### src/rtl/core/lkvt_pkg.sv
// ----------------------------------------------------------------------------
// lkvt_pkg: shared types of the linear key/value table
// Request and result formats, operation and status codes, and the fixed
// widths of the request and result fields.
// ----------------------------------------------------------------------------
package lkvt_pkg;

  localparam int DATA_W  = 32;
  localparam int INDEX_W = 4;
  localparam int FILL_W  = 5;

  localparam logic [1:0] REQ_PUT    = 2'd0;
  localparam logic [1:0] REQ_GET    = 2'd1;
  localparam logic [1:0] REQ_REMOVE = 2'd2;
  localparam logic [1:0] REQ_READ   = 2'd3;

  typedef enum logic [1:0] {
    OP_PUT    = 2'd0,
    OP_GET    = 2'd1,
    OP_REMOVE = 2'd2,
    OP_READ   = 2'd3
  } op_e;

  typedef enum logic [1:0] {
    ST_OK        = 2'd0,
    ST_FULL      = 2'd1,
    ST_NOT_FOUND = 2'd2,
    ST_RANGE     = 2'd3
  } status_e;

  typedef struct packed {
    op_e                 op;
    logic                search;
    logic [DATA_W-1:0]   key;
    logic [DATA_W-1:0]   value;
    logic [INDEX_W-1:0]  index;
  } req_t;

  typedef struct packed {
    status_e             status;
    logic [DATA_W-1:0]   out_value;
    logic [DATA_W-1:0]   out_key;
    logic [FILL_W-1:0]   fill_count;
  } res_t;

endpackage

### src/rtl/core/linear_key_value_table_top.sv
// ----------------------------------------------------------------------------
// linear_key_value_table_top: ordered key/value table
// Top level joining the request intake, the table engine and the result
// buffer.
// ----------------------------------------------------------------------------
// The table holds up to CAPACITY key/value pairs in insertion order and
// answers each request with exactly one result. Requests are decoded and
// queued on entry, and the engine takes one at a time from that queue. The
// engine walks the key and value storage, which has one read port and one
// write port, one entry per cycle. A put or get stops at the position where
// its key is found. A remove covers every stored pair wherever the key
// sits: it scans up to the key and then shifts the pairs behind it down
// by one place. A miss also scans every stored pair, and a read by index
// reads its one entry without a walk. The walk over the stored pairs thus
// sets how long a request takes, and a full table gives the longest walk.
// Results wait in a two-entry buffer, so new requests are queued while
// earlier results are still waiting to be popped.
module linear_key_value_table_top #(
  parameter int CAPACITY = 16,
  parameter int KEY_BITS = 32
) (
  input  logic                          clk_i,
  input  logic                          rst_ni,
  input  logic                          push,
  output logic                          full,
  input  logic [1:0]                    req_type_i,
  input  logic [lkvt_pkg::DATA_W-1:0]   key_i,
  input  logic [lkvt_pkg::DATA_W-1:0]   value_i,
  input  logic [lkvt_pkg::INDEX_W-1:0]  index_i,
  output logic                          empty,
  input  logic                          pop,
  output logic [1:0]                    status_o,
  output logic [lkvt_pkg::DATA_W-1:0]   out_value_o,
  output logic [lkvt_pkg::DATA_W-1:0]   out_key_o,
  output logic [lkvt_pkg::FILL_W-1:0]   fill_count_o
);

  lkvt_pkg::req_t req;
  lkvt_pkg::res_t res_eng;
  lkvt_pkg::res_t res_out;
  logic           req_valid, req_pop;
  logic           res_push, res_full;

  lkvt_front u_front (
    .clk_i       (clk_i),
    .rst_ni      (rst_ni),
    .push        (push),
    .full        (full),
    .req_type_i  (req_type_i),
    .key_i       (key_i),
    .value_i     (value_i),
    .index_i     (index_i),
    .req_valid_o (req_valid),
    .req_o       (req),
    .req_pop_i   (req_pop)
  );

  lkvt_back #(
    .CAPACITY (CAPACITY),
    .KEY_BITS (KEY_BITS)
  ) u_back (
    .clk_i       (clk_i),
    .rst_ni      (rst_ni),
    .req_valid_i (req_valid),
    .req_i       (req),
    .req_pop_o   (req_pop),
    .res_full_i  (res_full),
    .res_push_o  (res_push),
    .res_o       (res_eng)
  );

  lkvt_result_queue u_result_queue (
    .clk_i      (clk_i),
    .rst_ni     (rst_ni),
    .res_push_i (res_push),
    .res_i      (res_eng),
    .res_full_o (res_full),
    .empty      (empty),
    .pop        (pop),
    .res_o      (res_out)
  );

  assign status_o     = res_out.status;
  assign out_value_o  = res_out.out_value;
  assign out_key_o    = res_out.out_key;
  assign fill_count_o = res_out.fill_count;

endmodule

### src/rtl/core/lkvt_front.sv
// ----------------------------------------------------------------------------
// lkvt_front: request intake
// Accepts requests, decodes the request type and holds decoded requests in
// a two-entry queue until the back end takes them.
// ----------------------------------------------------------------------------
module lkvt_front (
  input  logic                              clk_i,
  input  logic                              rst_ni,
  input  logic                              push,
  output logic                              full,
  input  logic [1:0]                        req_type_i,
  input  logic [lkvt_pkg::DATA_W-1:0]       key_i,
  input  logic [lkvt_pkg::DATA_W-1:0]       value_i,
  input  logic [lkvt_pkg::INDEX_W-1:0]      index_i,
  output logic                              req_valid_o,
  output lkvt_pkg::req_t                    req_o,
  input  logic                              req_pop_i
);

  lkvt_pkg::req_t slot_q [2];
  lkvt_pkg::req_t decoded;
  logic [1:0]     used_q, used_d;
  logic           wr_q, rd_q;
  logic           do_push, do_pop;

  always_comb begin
    decoded.key    = key_i;
    decoded.value  = value_i;
    decoded.index  = index_i;
    decoded.search = 1'b1;
    case (req_type_i)
      lkvt_pkg::REQ_PUT:    decoded.op = lkvt_pkg::OP_PUT;
      lkvt_pkg::REQ_GET:    decoded.op = lkvt_pkg::OP_GET;
      lkvt_pkg::REQ_REMOVE: decoded.op = lkvt_pkg::OP_REMOVE;
      lkvt_pkg::REQ_READ: begin
        decoded.op     = lkvt_pkg::OP_READ;
        decoded.search = 1'b0;
      end
      default: begin
        decoded.op     = lkvt_pkg::OP_READ;
        decoded.search = 1'b0;
      end
    endcase
  end

  assign full        = (used_q == 2'd2);
  assign req_valid_o = (used_q != 2'd0);
  assign req_o       = slot_q[rd_q];
  assign do_push     = push && !full;
  assign do_pop      = req_pop_i && req_valid_o;
  assign used_d      = 2'(used_q + 2'(do_push) - 2'(do_pop));

  always_ff @(posedge clk_i or negedge rst_ni) begin
    if (!rst_ni) begin
      used_q <= 2'd0;
      wr_q   <= 1'b0;
      rd_q   <= 1'b0;
    end else begin
      used_q <= used_d;
      if (do_push) wr_q <= !wr_q;
      if (do_pop) rd_q <= !rd_q;
    end
  end

  always_ff @(posedge clk_i) begin
    if (do_push) slot_q[wr_q] <= decoded;
  end

endmodule

### src/rtl/core/lkvt_back.sv
// ----------------------------------------------------------------------------
// lkvt_back: table engine
// Walks the key and value storage one entry per cycle to serve put, get and
// remove requests, closes the gap after a remove, and serves reads by index.
// ----------------------------------------------------------------------------
module lkvt_back #(
  parameter int CAPACITY = 16,
  parameter int KEY_BITS = 32
) (
  input  logic            clk_i,
  input  logic            rst_ni,
  input  logic            req_valid_i,
  input  lkvt_pkg::req_t  req_i,
  output logic            req_pop_o,
  input  logic            res_full_i,
  output logic            res_push_o,
  output lkvt_pkg::res_t  res_o
);

  localparam int KW = (KEY_BITS < lkvt_pkg::DATA_W) ? KEY_BITS : lkvt_pkg::DATA_W;
  localparam int AW = $clog2(CAPACITY);
  localparam int CW = $clog2(CAPACITY + 1);
  localparam int IW = (CW > lkvt_pkg::INDEX_W) ? CW : lkvt_pkg::INDEX_W;

  typedef enum logic [3:0] {
    S_IDLE  = 4'b0001,
    S_SCAN  = 4'b0010,
    S_SHIFT = 4'b0100,
    S_READ  = 4'b1000
  } state_e;

  state_e                       state_q, state_d;
  lkvt_pkg::req_t               cur_q, cur_d;
  logic [CW-1:0]                ptr_q, ptr_d;
  logic [CW-1:0]                count_q, count_d;
  logic [CW-1:0]                ptr_next, ptr_prev;
  logic                         more, in_range, match;

  logic [KW-1:0]                key_mem [CAPACITY];
  logic [lkvt_pkg::DATA_W-1:0]  val_mem [CAPACITY];
  logic [KW-1:0]                rd_key_q;
  logic [lkvt_pkg::DATA_W-1:0]  rd_val_q;
  logic                         rd_en, key_we, val_we;
  logic [AW-1:0]                rd_addr, wr_addr;
  logic [KW-1:0]                wr_key;
  logic [lkvt_pkg::DATA_W-1:0]  wr_val;

  assign ptr_next = ptr_q + CW'(1);
  assign ptr_prev = ptr_q - CW'(1);
  assign more     = (ptr_next < count_q);
  assign in_range = (ptr_q < count_q);
  assign match    = (rd_key_q == cur_q.key[KW-1:0]);

  always_comb begin
    state_d              = state_q;
    cur_d                = cur_q;
    ptr_d                = ptr_q;
    count_d              = count_q;
    rd_en                = 1'b0;
    rd_addr              = ptr_next[AW-1:0];
    key_we               = 1'b0;
    val_we               = 1'b0;
    wr_addr              = ptr_q[AW-1:0];
    wr_key               = cur_q.key[KW-1:0];
    wr_val               = cur_q.value;
    req_pop_o            = 1'b0;
    res_push_o           = 1'b0;
    res_o.status         = lkvt_pkg::ST_OK;
    res_o.out_value      = '0;
    res_o.out_key        = '0;
    case (state_q)
      S_IDLE: begin
        if (req_valid_i && !res_full_i) begin
          req_pop_o = 1'b1;
          cur_d     = req_i;
          ptr_d     = '0;
          rd_en     = 1'b1;
          if (req_i.search) begin
            rd_addr = '0;
            state_d = S_SCAN;
          end else begin
            rd_addr = AW'(req_i.index);
            state_d = S_READ;
          end
        end
      end
      S_SCAN: begin
        rd_en = more;
        if (in_range && match) begin
          case (cur_q.op)
            lkvt_pkg::OP_PUT: begin
              val_we     = 1'b1;
              res_push_o = 1'b1;
              state_d    = S_IDLE;
            end
            lkvt_pkg::OP_REMOVE: begin
              if (more) begin
                cur_d.value = rd_val_q;
                ptr_d       = ptr_next;
                state_d     = S_SHIFT;
              end else begin
                count_d         = count_q - CW'(1);
                res_o.out_value = rd_val_q;
                res_push_o      = 1'b1;
                state_d         = S_IDLE;
              end
            end
            default: begin
              res_o.out_value = rd_val_q;
              res_push_o      = 1'b1;
              state_d         = S_IDLE;
            end
          endcase
        end else if (more) begin
          ptr_d = ptr_next;
        end else begin
          res_push_o = 1'b1;
          state_d    = S_IDLE;
          if (cur_q.op == lkvt_pkg::OP_PUT) begin
            if (count_q == CW'(CAPACITY)) begin
              res_o.status = lkvt_pkg::ST_FULL;
            end else begin
              key_we  = 1'b1;
              val_we  = 1'b1;
              wr_addr = count_q[AW-1:0];
              count_d = count_q + CW'(1);
            end
          end else begin
            res_o.status = lkvt_pkg::ST_NOT_FOUND;
          end
        end
      end
      S_SHIFT: begin
        key_we  = 1'b1;
        val_we  = 1'b1;
        wr_addr = ptr_prev[AW-1:0];
        wr_key  = rd_key_q;
        wr_val  = rd_val_q;
        rd_en   = more;
        if (more) begin
          ptr_d = ptr_next;
        end else begin
          count_d         = count_q - CW'(1);
          res_o.out_value = cur_q.value;
          res_push_o      = 1'b1;
          state_d         = S_IDLE;
        end
      end
      S_READ: begin
        res_push_o = 1'b1;
        state_d    = S_IDLE;
        if (IW'(cur_q.index) < IW'(count_q)) begin
          res_o.out_value = rd_val_q;
          res_o.out_key   = lkvt_pkg::DATA_W'(rd_key_q);
        end else begin
          res_o.status = lkvt_pkg::ST_RANGE;
        end
      end
      default: begin
        state_d = S_IDLE;
      end
    endcase
    res_o.fill_count = lkvt_pkg::FILL_W'(count_d);
  end

  always_ff @(posedge clk_i or negedge rst_ni) begin
    if (!rst_ni) begin
      state_q <= S_IDLE;
      ptr_q   <= '0;
      count_q <= '0;
    end else begin
      state_q <= state_d;
      ptr_q   <= ptr_d;
      count_q <= count_d;
    end
  end

  always_ff @(posedge clk_i) begin
    cur_q <= cur_d;
  end

  always_ff @(posedge clk_i) begin
    if (key_we) key_mem[wr_addr] <= wr_key;
    if (val_we) val_mem[wr_addr] <= wr_val;
    if (rd_en) begin
      rd_key_q <= key_mem[rd_addr];
      rd_val_q <= val_mem[rd_addr];
    end
  end

  assert property (@(posedge clk_i) disable iff (!rst_ni) count_q <= CW'(CAPACITY))
    else $error("Fill count exceeds the table capacity.");

  assert property (@(posedge clk_i) disable iff (!rst_ni) !(res_push_o && res_full_i))
    else $error("Result pushed into a full result queue.");

  assert property (@(posedge clk_i) disable iff (!rst_ni)
    (state_q == S_SHIFT) |-> (ptr_q != '0) && (ptr_q < count_q))
    else $error("Shift pointer outside the stored pairs.");

  assert property (@(posedge clk_i) disable iff (!rst_ni)
    (res_push_o && (res_o.status == lkvt_pkg::ST_FULL)) |-> (count_q == CW'(CAPACITY)))
    else $error("Put refused although the table has room.");

endmodule

### src/rtl/core/lkvt_result_queue.sv
// ----------------------------------------------------------------------------
// lkvt_result_queue: result buffer
// Two-entry queue that holds finished results until the consumer pops them.
// ----------------------------------------------------------------------------
module lkvt_result_queue (
  input  logic            clk_i,
  input  logic            rst_ni,
  input  logic            res_push_i,
  input  lkvt_pkg::res_t  res_i,
  output logic            res_full_o,
  output logic            empty,
  input  logic            pop,
  output lkvt_pkg::res_t  res_o
);

  lkvt_pkg::res_t slot_q [2];
  logic [1:0]     used_q, used_d;
  logic           wr_q, rd_q;
  logic           do_push, do_pop;

  assign res_full_o = (used_q == 2'd2);
  assign empty      = (used_q == 2'd0);
  assign res_o      = slot_q[rd_q];
  assign do_push    = res_push_i && !res_full_o;
  assign do_pop     = pop && !empty;
  assign used_d     = 2'(used_q + 2'(do_push) - 2'(do_pop));

  always_ff @(posedge clk_i or negedge rst_ni) begin
    if (!rst_ni) begin
      used_q <= 2'd0;
      wr_q   <= 1'b0;
      rd_q   <= 1'b0;
    end else begin
      used_q <= used_d;
      if (do_push) wr_q <= !wr_q;
      if (do_pop) rd_q <= !rd_q;
    end
  end

  always_ff @(posedge clk_i) begin
    if (do_push) slot_q[wr_q] <= res_i;
  end

endmodule

### config.mk
export PLATFORM = sky130hd
export DESIGN_NAME = linear_key_value_table_top
export DESIGN_NICKNAME = d
export VERILOG_FILES = /design/src/rtl/core/lkvt_pkg.sv /design/src/rtl/core/linear_key_value_table_top.sv /design/src/rtl/core/lkvt_front.sv /design/src/rtl/core/lkvt_back.sv /design/src/rtl/core/lkvt_result_queue.sv
export SDC_FILE = /design/constraint.sdc
export NUM_CORES = 2
export LEC_CHECK = 0
export ABC_CLOCK_PERIOD_IN_PS = 20400
export BUFFER_PORTS_ARGS = -buffer_cell sky130_fd_sc_hd__buf_2
export CAP_MARGIN = 25
export CORE_ASPECT_RATIO = 1.4
export CORE_UTILIZATION = 32
export CTS_BUF_LIST = sky130_fd_sc_hd__clkbuf_2 sky130_fd_sc_hd__clkbuf_4 sky130_fd_sc_hd__clkbuf_8
export DETAILED_ROUTE_END_ITERATION = 8
export GPL_TIMING_DRIVEN = 0
export PLACE_DENSITY_LB_ADDON = 0.3
export RECOVER_POWER = 100
export SYNTH_ARGS = -nofsm -noshare
export SYNTH_HDL_FRONTEND = slang
export SYNTH_SLANG_ARGS = --single-unit
### constraint.sdc
create_clock -name clk_i -period 20.4 [get_ports clk_i]
set_clock_uncertainty 0.15 [all_clocks]
set_input_delay 6.12 -clock clk_i [delete_from_list [all_inputs] [get_ports clk_i]]
set_output_delay 6.12 -clock clk_i [all_outputs]
set_load 0.01 [all_outputs]
==> metrics.cfg <==
[floorplanning]
dieArea_mm2=0.1851
pin_count=147
initial_core_util_pct=32.29
die_y_um=508.7
core_area_mm2=0.1817
fp.dieW_um=363.9
rows=185

[placement]
place_congestion=0.8535
port_buffers=146
placed_area_mm2=0.06388
hpwlAfterDp_um=121700

[worst_setup_path]
regToRegSetupSlack_ns=12.04
r2r_start=u_back.count_q[3]$_DFF_PN0_
worstPathCellList=clkbuf_1, clkbuf_1, clkbuf_1, clkbuf_1, mux2_2, buf_2
worstRegToRegCells=11
crit_path_start=u_result_queue.rd_q$_DFFE_PN0P_
crit_slowest_cell=clkbuf_1
max_stage_delay_ns=0.82
crit_end=out_value_o[3]
worstPathRequired_ns=14.13
crit_arrival_ns=4.21
path_depth=6
end_kind=primary output
cp-start-kind=flip-flop
crit_type=flip-flop to primary output
cp_top_family=buffers and inverters
cp_common_cell=clkbuf_1
path_buf_inv=5
crit_fanout=7
reg2reg_to=u_result_queue.slot_q[1][22]$_DFFE_PP_

[logic_synthesis]
seq_area_frac_synth_pct=74.74
synth_cell_types=64
synth.avg_cell_area_um2=14.77
netlist_instances=3972
async_flop_share_pct=1.503
netlist_area_mm2=0.05868
ys_seq_elements=1464
yosys_warnings=0
synth-edff-count=1442
synth_ff_type=edfxtp_1
syn_nets=4066

[detailed_routing]
via_count=35973
wl_um=175500
drt_pass1_iterations=5
viasPerCell=5.140
route.detailed.drc=0
drtIter0Drc=3179
ant_nets=0
wire_per_inst_um=25.07

[sta]
setup_viol=0
hold_viol=0
post-route-period-util_pct=51.36
fin_tns_setup_ns=0
maxSlewViolCount=1121
tightest_slew_ns=3.369
slew_headroom_pct=-124.6
rsz0062_at_grt=no
max_freq_mhz=95.45
period_needed_ns=10.48

[outcome]
violations=max-capacitance violations, max-slew violations
status=finished with violations

[global_route]
grt_max_degree=47
antenna_found_initial=6
grt.overflow.total=0
grt_use_total_pct=18.65
grt_pass1_wl_um=248600
grt_pass1_vias=35912

[cts]
clkLatencyLatePin_ns=0.96
cts_tree=done
h-tree-depth=4
clk_pin_slew_ns=0.06
clockBufferDepth=3
cts-resized-gates=0
cts_sinks=1464
cts_made_buffers=218
postCtsSetupRepairBufs=0
postCtsHoldBufs=0
clock-root-buffer=clkbuf_8

[cells_and_area]
nets=4489
syn_to_final_growth_pct=13.68
mostFrequentLayoutCell=edfxtp_1
fin_area_mm2=0.06670
final_layout_size_suffix_gt1_share_pct=12.91
final_cell_mix=edfxtp_1 (1442), nand2_1 (758), clkbuf_1 (313)

[power]
p_per_area_mw_per_mm2=146.2
p_leak_nw=21.27
irDropWorstVdd_v=0.00006488

[hold_path]
hp-class=flip-flop to flip-flop

[job]
drv_cap=53

[cell families after synthesis]
group | synth area share [%]
DFF | 74.74
AOI/OAI and AO/OA | 10.02
buffers and inverters | 2.271
and+or+nand+nor | 9.054
xor gates and xnor gates | 0.6866
adders and majority gates | 0.4265
muxes | 2.804
[cell usage after synthesis, types with 3 or more instances]
| library cell | instances | share of area (%) |
|---|---|---|
| mux2_2 | 111 | 2.1 |
| and3_1 | 4 | 0.043 |
| a31o_2 | 3 | 0.045 |
| nor2b_1 | 6 | 0.064 |
| buf_1 | 12 | 0.077 |
| a22oi_1 | 3 | 0.038 |
| nand2b_1 | 3 | 0.032 |
| and2_0 | 168 | 1.8 |
| inv_1 | 19 | 0.12 |
| clkbuf_1 | 155 | 0.99 |
| a31oi_1 | 129 | 1.4 |
| buf_6 | 12 | 0.23 |
| nand3_1 | 9 | 0.077 |
| mux2i_1 | 37 | 0.63 |
| ha_1 | 20 | 0.43 |
| dfrtp_1 | 21 | 0.90 |
| nor3_1 | 6 | 0.051 |
| a21oi_1 | 140 | 1.2 |
| a22o_1 | 34 | 0.51 |
| or2_2 | 4 | 0.043 |
| o211a_1 | 3 | 0.051 |
| or4_1 | 3 | 0.038 |
| nand2_1 | 758 | 4.8 |
| o31ai_1 | 3 | 0.038 |
| nor2_1 | 60 | 0.38 |
| buf_4 | 16 | 0.20 |
| o21ai_0 | 45 | 0.38 |
| or3_1 | 4 | 0.043 |
| nor4_1 | 7 | 0.075 |
| xnor2_1 | 19 | 0.28 |
| xor2_1 | 27 | 0.40 |
| nand4_1 | 7 | 0.075 |
| edfxtp_1 | 1442 | 74 |
| buf_2 | 74 | 0.63 |
| and2_1 | 122 | 1.3 |
| nand3b_1 | 3 | 0.038 |
| a211oi_2 | 10 | 0.21 |
| a311oi_1 | 130 | 1.9 |
| a211oi_1 | 312 | 4.0 |
[routing by layer]
metal	vias to the layer above	GRT usage, %	routed length, µm
met4	2	9.552	9538
met5	-	0	13
met2	1358	32.81	88890
met1	18196	21.70	67140
met3	396	3.156	9907
li1	16021	-	-
[worst register-to-register path, delay by kind of cell, from the launching register on]
| family | cells | cell delay [ns] |
|---|---|---|
| AO/OA/AOI/OAI | 2 | 1.31 |
| flip-flops | 1 | 0.44 |
| buffers and inverters | 3 | 2.54 |
| adder cells (fa/ha/maj) | 1 | 0.23 |
| AND/OR/NAND/NOR | 5 | 3.17 |
[final cells by class]
| type | instances | area (µm²) |
|---|---|---|
| well taps | 2431 | 3042 |
| fillers | 17319 | 115000 |
| multi-input cells | 2219 | 13500 |
| inverters | 20 | 76.32 |
| plain buffers | 269 | 1240 |
| repair buffers | 203 | 877.1 |
| clock buffers | 300 | 3654 |
| diodes | 5 | 12.51 |
| clock inverters | 88 | 446.7 |
| flip-flops and latches | 1464 | 43850 |
[worst min-delay path by stage]
stage                                                  start                                  to  slack, ns  depth (start not counted)
after CTS                 u_result_queue.used_q[1]$_DFF_PN0_  u_result_queue.used_q[1]$_DFF_PN0_       0.37                          1
after floorplan              u_result_queue.wr_q$_DFFE_PN0N_     u_result_queue.wr_q$_DFFE_PN0N_       0.31                          1
final                        u_result_queue.wr_q$_DFFE_PN0N_     u_result_queue.wr_q$_DFFE_PN0N_       0.34                          1
after global routing                u_front.wr_q$_DFFE_PN0P_            u_front.wr_q$_DFFE_PN0P_       0.36                          1
after detailed placement  u_result_queue.used_q[1]$_DFF_PN0_  u_result_queue.used_q[1]$_DFF_PN0_       0.36                          1
after global placement       u_result_queue.wr_q$_DFFE_PN0N_     u_result_queue.wr_q$_DFFE_PN0N_       0.32                          1
[registers in the layout, indices dropped and copies added (netlist names)]
| register | cells |
|---|---|
| u_back.rd_key_q | 32 |
| u_result_queue.rd_q | 1 |
| u_front.wr_q | 1 |
| u_back.key_mem | 512 |
| u_result_queue.wr_q | 1 |
| u_back.state_q | 4 |
| u_back.ptr_q | 5 |
| u_back.rd_val_q | 32 |
| u_front.slot_q | 142 |
| u_result_queue.slot_q | 142 |
| u_front.used_q | 2 |
| u_back.cur_q | 70 |
| u_back.val_mem | 512 |
| u_result_queue.used_q | 2 |
| u_back.count_q | 5 |
| u_front.rd_q | 1 |
[power breakdown]
part | total [W] | switching, W | internal [W]
Combinational | 0.00316 | 0.00238 | 0.000780
Clock | 0.00229 | 0.00113 | 0.00116
Sequential | 0.00431 | 0.000236 | 0.00407
Total | 0.00975 | 0.00375 | 0.00601
[per-stage QoR]
step	std cells	power (W)	setup slack [ns]	hold slack [ns]	utilization [%]
final	6999	0.009753	9.923	0.3410	36.71
after global routing	6996	0.01012	9.795	0.3581	36.71
after CTS	6993	0.009849	10.89	0.3708	37.41
after detailed placement	6605	0.007564	11.94	0.3626	35.15
after global placement	6549	0.007500	7.831	0.3190	34.37
after floorplan	3972	0.005990	10.58	0.3055	-
(Power assumes the default switching activity.)
